$ cat config.mk
export PLATFORM = sky130hd
export DESIGN_NAME = gate_hold_latch_toggle_stretch
export DESIGN_NICKNAME = d
export VERILOG_FILES = /design/src/sv/ghlts_pkg.sv /design/src/sv/ghlts_cfg.sv /design/src/sv/ghlts_step.sv /design/src/sv/gate_hold_latch_toggle_stretch.sv
export VERILOG_INCLUDE_DIRS = /design/src /design/src/sv
export SDC_FILE = /design/constraint.sdc
export NUM_CORES = 1
export LEC_CHECK = 0
export ABC_CLOCK_PERIOD_IN_PS = 4760
export BUFFER_PORTS_ARGS = -buffer_cell sky130_fd_sc_hd__buf_2
export CAP_MARGIN = 20
export CORE_ASPECT_RATIO = 0.75
export CORE_MARGIN = 2
export CORE_UTILIZATION = 50
export DETAILED_ROUTE_END_ITERATION = 10
export PLACE_DENSITY_LB_ADDON = 0.3
export SYNTH_ARGS = -nofsm -noshare
export SYNTH_HDL_FRONTEND = slang
export SYNTH_HIERARCHICAL = 1
export SYNTH_SLANG_ARGS = --single-unit
$ cat constraint.sdc
create_clock -name clk -period 4.76 [get_ports clk]
set_input_delay 0.714 -clock clk [delete_from_list [all_inputs] [get_ports clk]]
set_output_delay 0.714 -clock clk [all_outputs]
set_load 0.005 [all_outputs]
$ cat src/sv/assert_macros.svh
// Assertion helpers; define ASSERT_OFF to drop them.
`ifndef ASSERT_MACROS_SVH
`define ASSERT_MACROS_SVH

`ifndef ASSERT_OFF

`define ASSERT_PROP(lbl, clk, rst_n, prop) \
	lbl: assert property (@(posedge clk) disable iff (!(rst_n)) prop) \
		else $error("assertion failed");

`define ASSERT_NEVER(lbl, clk, rst_n, cond) \
	lbl: assert property (@(posedge clk) disable iff (!(rst_n)) !(cond)) \
		else $error("forbidden condition seen");

`else

`define ASSERT_PROP(lbl, clk, rst_n, prop)

`define ASSERT_NEVER(lbl, clk, rst_n, cond)

`endif

`endif

$ cat src/sv/ghlts_pkg.sv
package ghlts_pkg;

	localparam int TIME_WIDTH_DEF = 32;
	localparam int MODE_W         = 3;
	localparam int HOLD_W         = 8;
	localparam int HOLD_US_W      = 18;
	localparam int CFG_DATA_W     = 8;
	localparam int US_PER_MS      = 1000;
	localparam logic [HOLD_W-1:0] HOLD_RESET = HOLD_W'(10);

	typedef enum logic [MODE_W-1:0] {
		MODE_LATCH  = 3'd1,
		MODE_TOGGLE = 3'd2,
		MODE_EXTEND = 3'd3,
		MODE_LIMIT  = 3'd4
	} mode_t;

	typedef enum logic {
		REG_MODE = 1'b0,
		REG_HOLD = 1'b1
	} cfg_reg_t;

	typedef struct packed {
		mode_t                 mode;
		logic [HOLD_US_W-1:0]  hold_us;
	} cfg_t;

endpackage

$ cat src/sv/ghlts_cfg.sv
module ghlts_cfg
	import ghlts_pkg::*;
(
	input  logic                  clk,
	input  logic                  arst_n,
	input  logic                  cfg_we,
	input  cfg_reg_t              cfg_index,
	input  logic [CFG_DATA_W-1:0] cfg_data,
	output cfg_t                  cfg
);

	mode_t                mode_q;
	logic [HOLD_US_W-1:0] hold_us_q;
	logic [MODE_W-1:0]    mode_wr;
	logic [HOLD_W-1:0]    hold_wr;

	assign mode_wr = cfg_data[MODE_W-1:0];
	assign hold_wr = cfg_data[HOLD_W-1:0];

	always_ff @(posedge clk or negedge arst_n) begin
		if (!arst_n) begin
			mode_q    <= MODE_LATCH;
			hold_us_q <= HOLD_US_W'(HOLD_RESET * US_PER_MS);
		end else if (cfg_we) begin
			unique case (cfg_index)
				REG_MODE: begin
					case (mode_wr) inside
						MODE_LATCH, MODE_TOGGLE, MODE_EXTEND, MODE_LIMIT: begin
							mode_q <= mode_t'(mode_wr);
						end
						default: ;
					endcase
				end
				REG_HOLD: begin
					if (hold_wr != '0)
						hold_us_q <= HOLD_US_W'(hold_wr * US_PER_MS);
				end
				default: ;
			endcase
		end
	end

	assign cfg.mode    = mode_q;
	assign cfg.hold_us = hold_us_q;

endmodule

$ cat src/sv/ghlts_step.sv
`include "assert_macros.svh"

module ghlts_step
	import ghlts_pkg::*;
#(
	parameter int TIME_WIDTH = TIME_WIDTH_DEF
)
(
	input  logic                  clk,
	input  logic                  arst_n,
	input  logic                  en,
	input  logic [TIME_WIDTH-1:0] now,
	input  logic                  set_lvl,
	input  logic                  rst_lvl,
	input  cfg_t                  cfg,
	output logic                  held
);

	localparam int CMP_W = (TIME_WIDTH > HOLD_US_W) ? TIME_WIDTH : HOLD_US_W;

	logic [TIME_WIDTH-1:0] start_q;
	logic                  active_q;
	logic                  held_q;
	logic                  prev_set_q;
	logic                  prev_rst_q;

	logic                  set_edge;
	logic                  rst_rise;
	logic [TIME_WIDTH-1:0] start_nx;
	logic                  arm;
	logic [TIME_WIDTH-1:0] elapsed;
	logic                  expired;
	logic                  active_nx;
	logic                  held_nx;

	assign set_edge = set_lvl & ~prev_set_q;
	assign rst_rise = rst_lvl & ~prev_rst_q;
	assign start_nx = set_edge ? now : start_q;
	assign arm      = set_edge | active_q;
	assign elapsed  = now - start_nx;
	assign expired  = CMP_W'(elapsed) >= CMP_W'(cfg.hold_us);

	always_comb begin
		active_nx = active_q;
		held_nx   = held_q;
		case (cfg.mode)
			MODE_TOGGLE: begin
				if (set_edge)
					held_nx = ~held_q;
			end
			MODE_EXTEND: begin
				active_nx = arm & ~expired;
				held_nx   = set_lvl | active_nx;
			end
			MODE_LIMIT: begin
				active_nx = arm & set_lvl & ~expired;
				held_nx   = set_lvl & active_nx;
			end
			default: begin
				if (set_edge)
					held_nx = 1'b1;
			end
		endcase
		if (rst_rise) begin
			active_nx = 1'b0;
			held_nx   = 1'b0;
		end
	end

	// window start only moves in the timed modes
	always_ff @(posedge clk or negedge arst_n) begin
		if (!arst_n) begin
			start_q    <= '0;
			active_q   <= 1'b0;
			held_q     <= 1'b0;
			prev_set_q <= 1'b0;
			prev_rst_q <= 1'b0;
		end else if (en) begin
			if (cfg.mode == MODE_EXTEND || cfg.mode == MODE_LIMIT)
				start_q <= start_nx;
			active_q   <= active_nx;
			held_q     <= held_nx;
			prev_set_q <= set_lvl;
			prev_rst_q <= rst_lvl;
		end
	end

	assign held = held_q;

	`ASSERT_PROP(a_rst_clears, clk, arst_n, en && rst_rise |=> !held_q && !active_q)
	`ASSERT_PROP(a_limit_needs_set, clk, arst_n, en && cfg.mode == MODE_LIMIT && !set_lvl |=> !held_q && !active_q)
	`ASSERT_PROP(a_extend_follows_set, clk, arst_n, en && cfg.mode == MODE_EXTEND && set_lvl && !rst_rise |=> held_q)
	`ASSERT_PROP(a_idle_holds, clk, arst_n, !en |=> $stable(held_q) && $stable(active_q) && $stable(start_q))

endmodule

$ cat src/sv/gate_hold_latch_toggle_stretch.sv
// channel | direction | handshake           | payload
// in      | to block  | in_valid / in_stall  | now_time, trigger, reset_level
// out     | from block| out_valid / out_stall| gate
// cfg     | to block  | cfg_we               | cfg_index, cfg_data
//
// One word per clock while out_stall is low. A word waits in the input register until
// it advances; its gate and out_valid are then registered and held while out_stall is high.
// The update is one TIME_WIDTH-bit subtract and a max(TIME_WIDTH, HOLD_US_W)-bit compare.
// arst_n clears state, mode to latch and hold to 10 ms.
// out_stall holds the result; in_stall rises only when the input register is
// also full.
module gate_hold_latch_toggle_stretch
	import ghlts_pkg::*;
#(
	parameter int TIME_WIDTH = TIME_WIDTH_DEF
)
(
	input  logic                  clk,
	input  logic                  arst_n,
	input  logic                  in_valid,
	output logic                  in_stall,
	input  logic [TIME_WIDTH-1:0] now_time,
	input  logic                  trigger,
	input  logic                  reset_level,
	output logic                  out_valid,
	input  logic                  out_stall,
	output logic                  gate,
	input  logic                  cfg_we,
	input  cfg_reg_t              cfg_index,
	input  logic [CFG_DATA_W-1:0] cfg_data
);

	cfg_t                  cfg;
	logic                  valid_s1;
	logic [TIME_WIDTH-1:0] now_s1;
	logic                  set_s1;
	logic                  rst_s1;
	logic                  out_valid_q;
	logic                  advance;
	logic                  in_take;

	assign advance  = valid_s1 & (~out_valid_q | ~out_stall);
	assign in_stall = valid_s1 & ~advance;
	assign in_take  = in_valid & ~in_stall;

	always_ff @(posedge clk or negedge arst_n) begin
		if (!arst_n) begin
			valid_s1    <= 1'b0;
			out_valid_q <= 1'b0;
		end else begin
			if (in_take)
				valid_s1 <= 1'b1;
			else if (advance)
				valid_s1 <= 1'b0;
			if (advance)
				out_valid_q <= 1'b1;
			else if (!out_stall)
				out_valid_q <= 1'b0;
		end
	end

	always_ff @(posedge clk) begin
		if (in_take) begin
			now_s1 <= now_time;
			set_s1 <= trigger;
			rst_s1 <= reset_level;
		end
	end

	ghlts_cfg u_cfg (
		.clk       (clk),
		.arst_n    (arst_n),
		.cfg_we    (cfg_we),
		.cfg_index (cfg_index),
		.cfg_data  (cfg_data),
		.cfg       (cfg)
	);

	ghlts_step #(
		.TIME_WIDTH (TIME_WIDTH)
	) u_step (
		.clk     (clk),
		.arst_n  (arst_n),
		.en      (advance),
		.now     (now_s1),
		.set_lvl (set_s1),
		.rst_lvl (rst_s1),
		.cfg     (cfg),
		.held    (gate)
	);

	assign out_valid = out_valid_q;

endmodule
* After elaboration in Yosys (flattened, before gate mapping) *
Cells that the tools add are included.

word-level totals
  word-level logic and storage cells = 67
  input port bits = 48
  flip-flop bits (word level) = 90
  output and inout port bits = 3

operators by class
  eq/ne operators = 9
  mux-type cells = 11
  order comparisons = 1
  reduce and logical (&&, ||, !) cells = 11
  add/subtract/negate cells = 1
  bitwise logic cells = 21
  $mul = 1

operators by type and width
  cell                  count
  $ge 32x18->1          1
  $mux 32               1
  $sub 32x32->32        1
  $mul 8x7->15 const B  1
  $eq 3x2->1 const B    4
  $and 1x1->1           9
  $not 1->1             9
  $reduce_and 3->1      3
  $mux 1                8
  $reduce_bool 8->1     1
  $eq 3x3->1 const B    2
  $reduce_and 2->1      2
  $reduce_bool 4->1     1
  $reduce_or 4->1       1
  $eq 3x1->1 const B    1
  $ne 3x1->1 const B    1
  $or 1x1->1            3
  $pmux 1 s3            1
  $reduce_bool 3->1     1
  $ne 2x1->1 const B    1
  $pmux 1 s2            1
  $reduce_bool 2->1     1
  $logic_or 1x1->1      1

* Depth between registers and ports, before layout *
  depth after elaboration = 10
  gate-level depth with buffers = 25

* Modules after synthesis *
Netlist, hierarchy kept.

by module, submodules not included
  module                          cells an instance  seq. area each (µm²)  area an instance (µm²)  instances
  ghlts_step                      549                900.9                 4,246.6                 1
  ghlts_cfg                       211                457.9                 2,159.6                 1
  gate_hold_latch_toggle_stretch  42                 1,071.0               1,113.6                 1

* Least setup slack after synthesis *
No wires, ideal clock.

  path kind = register to register
  start = register u_step.prev_set_q
  end = register u_step.held_q, in the netlist u_step/held
  period minus slack after synthesis = 5.204 ns
  library setup time = 0.087 ns
  data arrival time = 5.118 ns
  path buffers = 3
  slack = -0.444 ns
  stages on the path, launching flop included = 25
  cell sequence = dfrtp_1 and2b_2 buf_6 clkbuf_1 buf_1 mux2i_1 ha_1 nand4_1 or2_2 nor2_1 nor2_1 nor2_1 nor2_1 xnor2_1 ha_1 nand2_1 o21ai_0 a2111oi_4 nand4_1 or4_1 a211o_1 a211o_1 a2111oi_4 nand4b_1 o211ai_1

on the way
  longest elaborated chain between the ends = 10

RTL lines
  what                                       RTL line                            RTL
  start, declared                            ghlts_step.sv:24                    logic prev_set_q;
  start signal, assigned                     ghlts_step.sv:83                    prev_set_q <= set_lvl;
  $not 1->1 *                                ghlts_step.sv:36                    assign set_edge = set_lvl & ~prev_set_q;
  $and 1x1->1 *                              ghlts_step.sv:36
  $mux 32                                    ghlts_step.sv:38                    assign start_nx = set_edge ? now : start_q;
  $sub 32x32->32                             ghlts_step.sv:40                    assign elapsed = now - start_nx;
  $ge 32x18->1                               ghlts_step.sv:41                    assign expired = CMP_W'(elapsed) >= CMP_W'(cfg.hold_us);
  $not 1->1                                  ghlts_step.sv:52, ghlts_step.sv:56
  $and 1x1->1, on equally long branches      ghlts_step.sv:56, ghlts_step.sv:52
  $and 1x1->1 or $or 1x1->1 (tied branches)  ghlts_step.sv:57, ghlts_step.sv:53
  $pmux 1 s3                                 ghlts_step.sv:46                    case (cfg.mode)
  $mux 1                                     ghlts_step.sv:64                    if (rst_rise) begin
  end signal, assigned                       ghlts_step.sv:82                    held_q <= held_nx;
  end, declared                              ghlts_step.sv:23                    logic held_q;

Every way passes the cells marked *; elsewhere a longest branch is shown, timed or not.
A chain may end at the register's enable or synchronous reset.

* Worst setup path in the final report *
Same ends and word-level chain as after synthesis.

==> metrics <==
status finished, final reports clean; initial core utilization 0.5152; compound-cell area share of the yosys netlist 0.1789; dominant register cell in the synthesized netlist sky130_fd_sc_hd__dfrtp_1; most frequently used cell type in the post-synthesis netlist sky130_fd_sc_hd__nand2_1; wire length of the first global-routing pass 28.07 mm; internal power contribution 2.820 mW; count of filler cells inserted in the layout 1300; leading cell types by count after synthesis 97 x sky130_fd_sc_hd__nand2_1, 92 x sky130_fd_sc_hd__ha_1, 75 x sky130_fd_sc_hd__o21ai_0; clock latency of the later-clocked register in the worst-skew pair 0.35 ns; fin. max-slew vios 0; peak supply drop 245.6 uV; slew at the pin closest to its max-slew limit 0.7374 ns; Hold/Removal Path Class reg2reg; synthesized-area fraction occupied by and/or/nand/nor cells 0.1413; crit path DAT 5.00 ns; # setup viols final 0; routed length per placed instance 15.40 um; Final Skew 0.007527 ns; least setup slack across all paths after layout 0.02083 ns; Pre-antenna DRT Iters 5; Critical Path Sink Type flip-flop; die width 145.6 um; clock buffer count from CTS 9; HPWL reported at the end of detailed placement 13.16 mm; Hold Violations, Final 0; vias after detailed routing 6060; power per cell area 584.5 nW/um^2; number of H-tree levels 3; I/O pin count 51; portion of netlist area occupied by mux cells 0.05507; clock power share 0.135; share of the core filled with cells in the final layout 0.5970; Post-CTS Hold Buffers 0; post-synthesis cell area 7520 sq um; sequential share of the synthesized area 0.3231; clock sink count 90; Final #Nets 1043; Req. time, crit path 5.02 ns; Layout Area Growth over Synthesis 15.89%; maximum clock rate 211.0 MHz; switching power as a share of total power 0.4463; share of the clock period used by the worst path 0.9956; largest family of logic cells by synthesized area adder cells; routed via count divided by cell count 5.575; combinational fraction of design power 0.632; instance area at placement 8224 sq um; TritonCTS clock tree built; clock root buffer sky130_fd_sc_hd__clkbuf_16; Post-Synthesis Mean Instance Area 9.376 sq um; number of warnings issued by yosys 6; site row count 38; final hold slack 0.4698 ns; maximum clock insertion buffer count 2; switching component of the power 2.273 mW; max-capacitance violation count 0; total leakage power 3.931 nW; highest fanout seen on the critical path 6; GRT Resource Usage Total 0.2169; I/O Buffers 50; Max-slew headroom 0.5084; number of global-route vias before repair 5729; DIE HEIGHT 110.2 um; critical path class reg2reg; share of final-layout standard cells stronger than drive strength 1 0.1928; DRC violation total after the first TritonRoute iteration 392; dominant cells by area after synthesis sky130_fd_sc_hd__dfrtp_1 17%, sky130_fd_sc_hd__ha_1 15%, sky130_fd_sc_hd__edfxtp_1 14%; adder-cell share of the synthesized area 0.2103; cell type contributing the most total cell area after synthesis sky130_fd_sc_hd__dfrtp_1; final standard cell area without fillers 8715 sq um; residual overflow from global routing 0; sequential share of power 0.233; minimum setup slack after placement -0.09682 ns; Diodes inserted 0; Post-synth EDFFs 34; Die Area 16050 sq um; post-synthesis share of cell area spent on xor and xnor gates 0.03727; DRC viols 0; min cycle time layout 4.739 ns; post-synthesis sequential element count 90; routability cong. 0.9021; clock transition at the registers of the reported paths 0.07 ns; number of instances in the synthesized netlist 802; RSZ-0062 raised after global routing yes; wirelength, routed 16.75 mm; post-synthesis async set-or-reset flop share 0.6222; largest net degree at the start of global routing 57; placeable core region 14600 sq um; number of antenna violations at the first check in global routing 0; number of library cell types mapped by synthesis 79; number of antenna-violating nets in the routed design 0; Synth top area share 0.1664; Critical Path Start Type flip-flop
[cell families (layout without fill, tap and decap cells)]
group                      after synthesis  count (layout)
muxes                                   40              40
xor gates and xnor gates                32              32
adders and majority gates              114             114
and+or+nand+nor                        219             219
AOI/OAI and AO/OA                      205             205
DFF                                     90              90
buffers and inverters                  101             184
other                                    1               3
[per-layer routing]
layer	track usage	vias to the layer above	wire length, um
met5	0	-	0
met4	0.04552	0	174
met3	0.03868	16	799
met2	0.3409	135	7160
met1	0.3164	2874	8611
li1	-	3035	-
[final cells by class]
type                            instances  area [sq um]  area share
Clock buffer                           10         229.0     0.02627
Timing Repair Buffer                   99         625.6     0.07179
Sequential cell                        90          2430      0.2788
Multi-Input combinational cell        613          4863      0.5581
Tap cell                              200         250.2     0.02871
Inverter                               69         259.0     0.02972
Clock inverter                          6         57.56    0.006604
[critical path, stage by stage (launching register included)]
cell and delay [ns]:
sky130_fd_sc_hd__dfrtp_1 0.39, sky130_fd_sc_hd__and2b_4 0.34, sky130_fd_sc_hd__mux2i_2 0.25, sky130_fd_sc_hd__ha_1 0.30, sky130_fd_sc_hd__a21o_1 0.19, sky130_fd_sc_hd__a21oi_2 0.18, sky130_fd_sc_hd__a21boi_2 0.08, sky130_fd_sc_hd__a211o_1 0.32
sky130_fd_sc_hd__a21o_1 0.21, sky130_fd_sc_hd__xor2_2 0.16, sky130_fd_sc_hd__ha_1 0.32, sky130_fd_sc_hd__a21oi_1 0.12, sky130_fd_sc_hd__o21ai_0 0.10, sky130_fd_sc_hd__nand3_1 0.09, sky130_fd_sc_hd__nand4_1 0.08, sky130_fd_sc_hd__or4_1 0.51
sky130_fd_sc_hd__a211o_1 0.28, sky130_fd_sc_hd__a211o_1 0.26, sky130_fd_sc_hd__a2111oi_4 0.21, sky130_fd_sc_hd__nand4b_1 0.14, sky130_fd_sc_hd__o211ai_1 0.11
[state kept, by name, indices dropped and copies added, names as in the netlist]
| signal | cells |
|---|---|
| now_s1 | 32 |
| u_step/start_q | 32 |
| u_cfg/hold_us_q | 15 |
| u_cfg/mode_q | 3 |
| out_valid | 1 |
| rst_s1 | 1 |
| set_s1 | 1 |
| u_step/active_q | 1 |
| u_step/held | 1 |
| u_step/prev_rst_q | 1 |
| u_step/prev_set_q | 1 |
| valid_s1 | 1 |
[power groups by stage]
stage / Combinational (mW) / Sequential, mW / Clock, mW
3_3_place_gp: 3.01 / 1.18 / 0
3_5_place_dp: 3.07 / 1.19 / 0
4_1_cts: 3.14 / 1.18 / 0.713
2_1_floorplan: 2.25 / 1.15 / 0
6_report: 3.22 / 1.19 / 0.689
5_1_grt: 3.61 / 1.21 / 0.738
[final timing paths]
check | start | endpoint | slack [ns] | cells after the start
max in group asynchronous | arst_n | u_step/start_q[21] | 3.75 | 2
setup reg to reg | u_step/prev_set_q | u_step/held | 0.02 | 20
min in group asynchronous | arst_n | u_step/start_q[24] | 0.49 | 2
setup / recovery | u_step/prev_set_q | u_step/held | 0.02 | 20
hold / removal | u_cfg/hold_us_q[13] | u_cfg/hold_us_q[13] | 0.47 | 2
hold reg to reg | u_cfg/hold_us_q[13] | u_cfg/hold_us_q[13] | 0.47 | 2
[metrics by stage]
stage | cells | TNS [ns] | total power, mW
after global placement | 1065 | -0.02953 | 4.195
after detailed placement | 1065 | -0.1175 | 4.256
after CTS | 1086 | 0 | 5.034
after floorplan | 804 | 0 | 3.397
after global routing | 1087 | -0.3482 | 5.563
final | 1087 | 0 | 5.093
[cells in the final DEF, fill, tap and decap left out, types with 10 or more instances in the layout]
master,instances
sky130_fd_sc_hd__a21o_1,12
sky130_fd_sc_hd__a21oi_1,44
sky130_fd_sc_hd__buf_2,50
sky130_fd_sc_hd__buf_4,48
sky130_fd_sc_hd__dfrtp_1,50
sky130_fd_sc_hd__edfxtp_1,34
sky130_fd_sc_hd__fa_1,21
sky130_fd_sc_hd__ha_1,87
sky130_fd_sc_hd__inv_1,69
sky130_fd_sc_hd__mux2_2,11
sky130_fd_sc_hd__mux2i_1,23
sky130_fd_sc_hd__nand2_1,97
sky130_fd_sc_hd__nand2b_1,11
sky130_fd_sc_hd__nand3_1,10
sky130_fd_sc_hd__nand4_1,19
sky130_fd_sc_hd__nor2_1,29
sky130_fd_sc_hd__nor3_1,11
sky130_fd_sc_hd__o21ai_0,72
sky130_fd_sc_hd__xnor2_1,19
sky130_fd_sc_hd__xor2_1,12
[repair_timing]
item | in CTS | in global routing
setup buffers | 5 | 2
setup endpoints to repair | 2 | 2
resized for setup | 11 | 19
pin swaps | 15 | 3
Power figures use the tool's default switching activity.
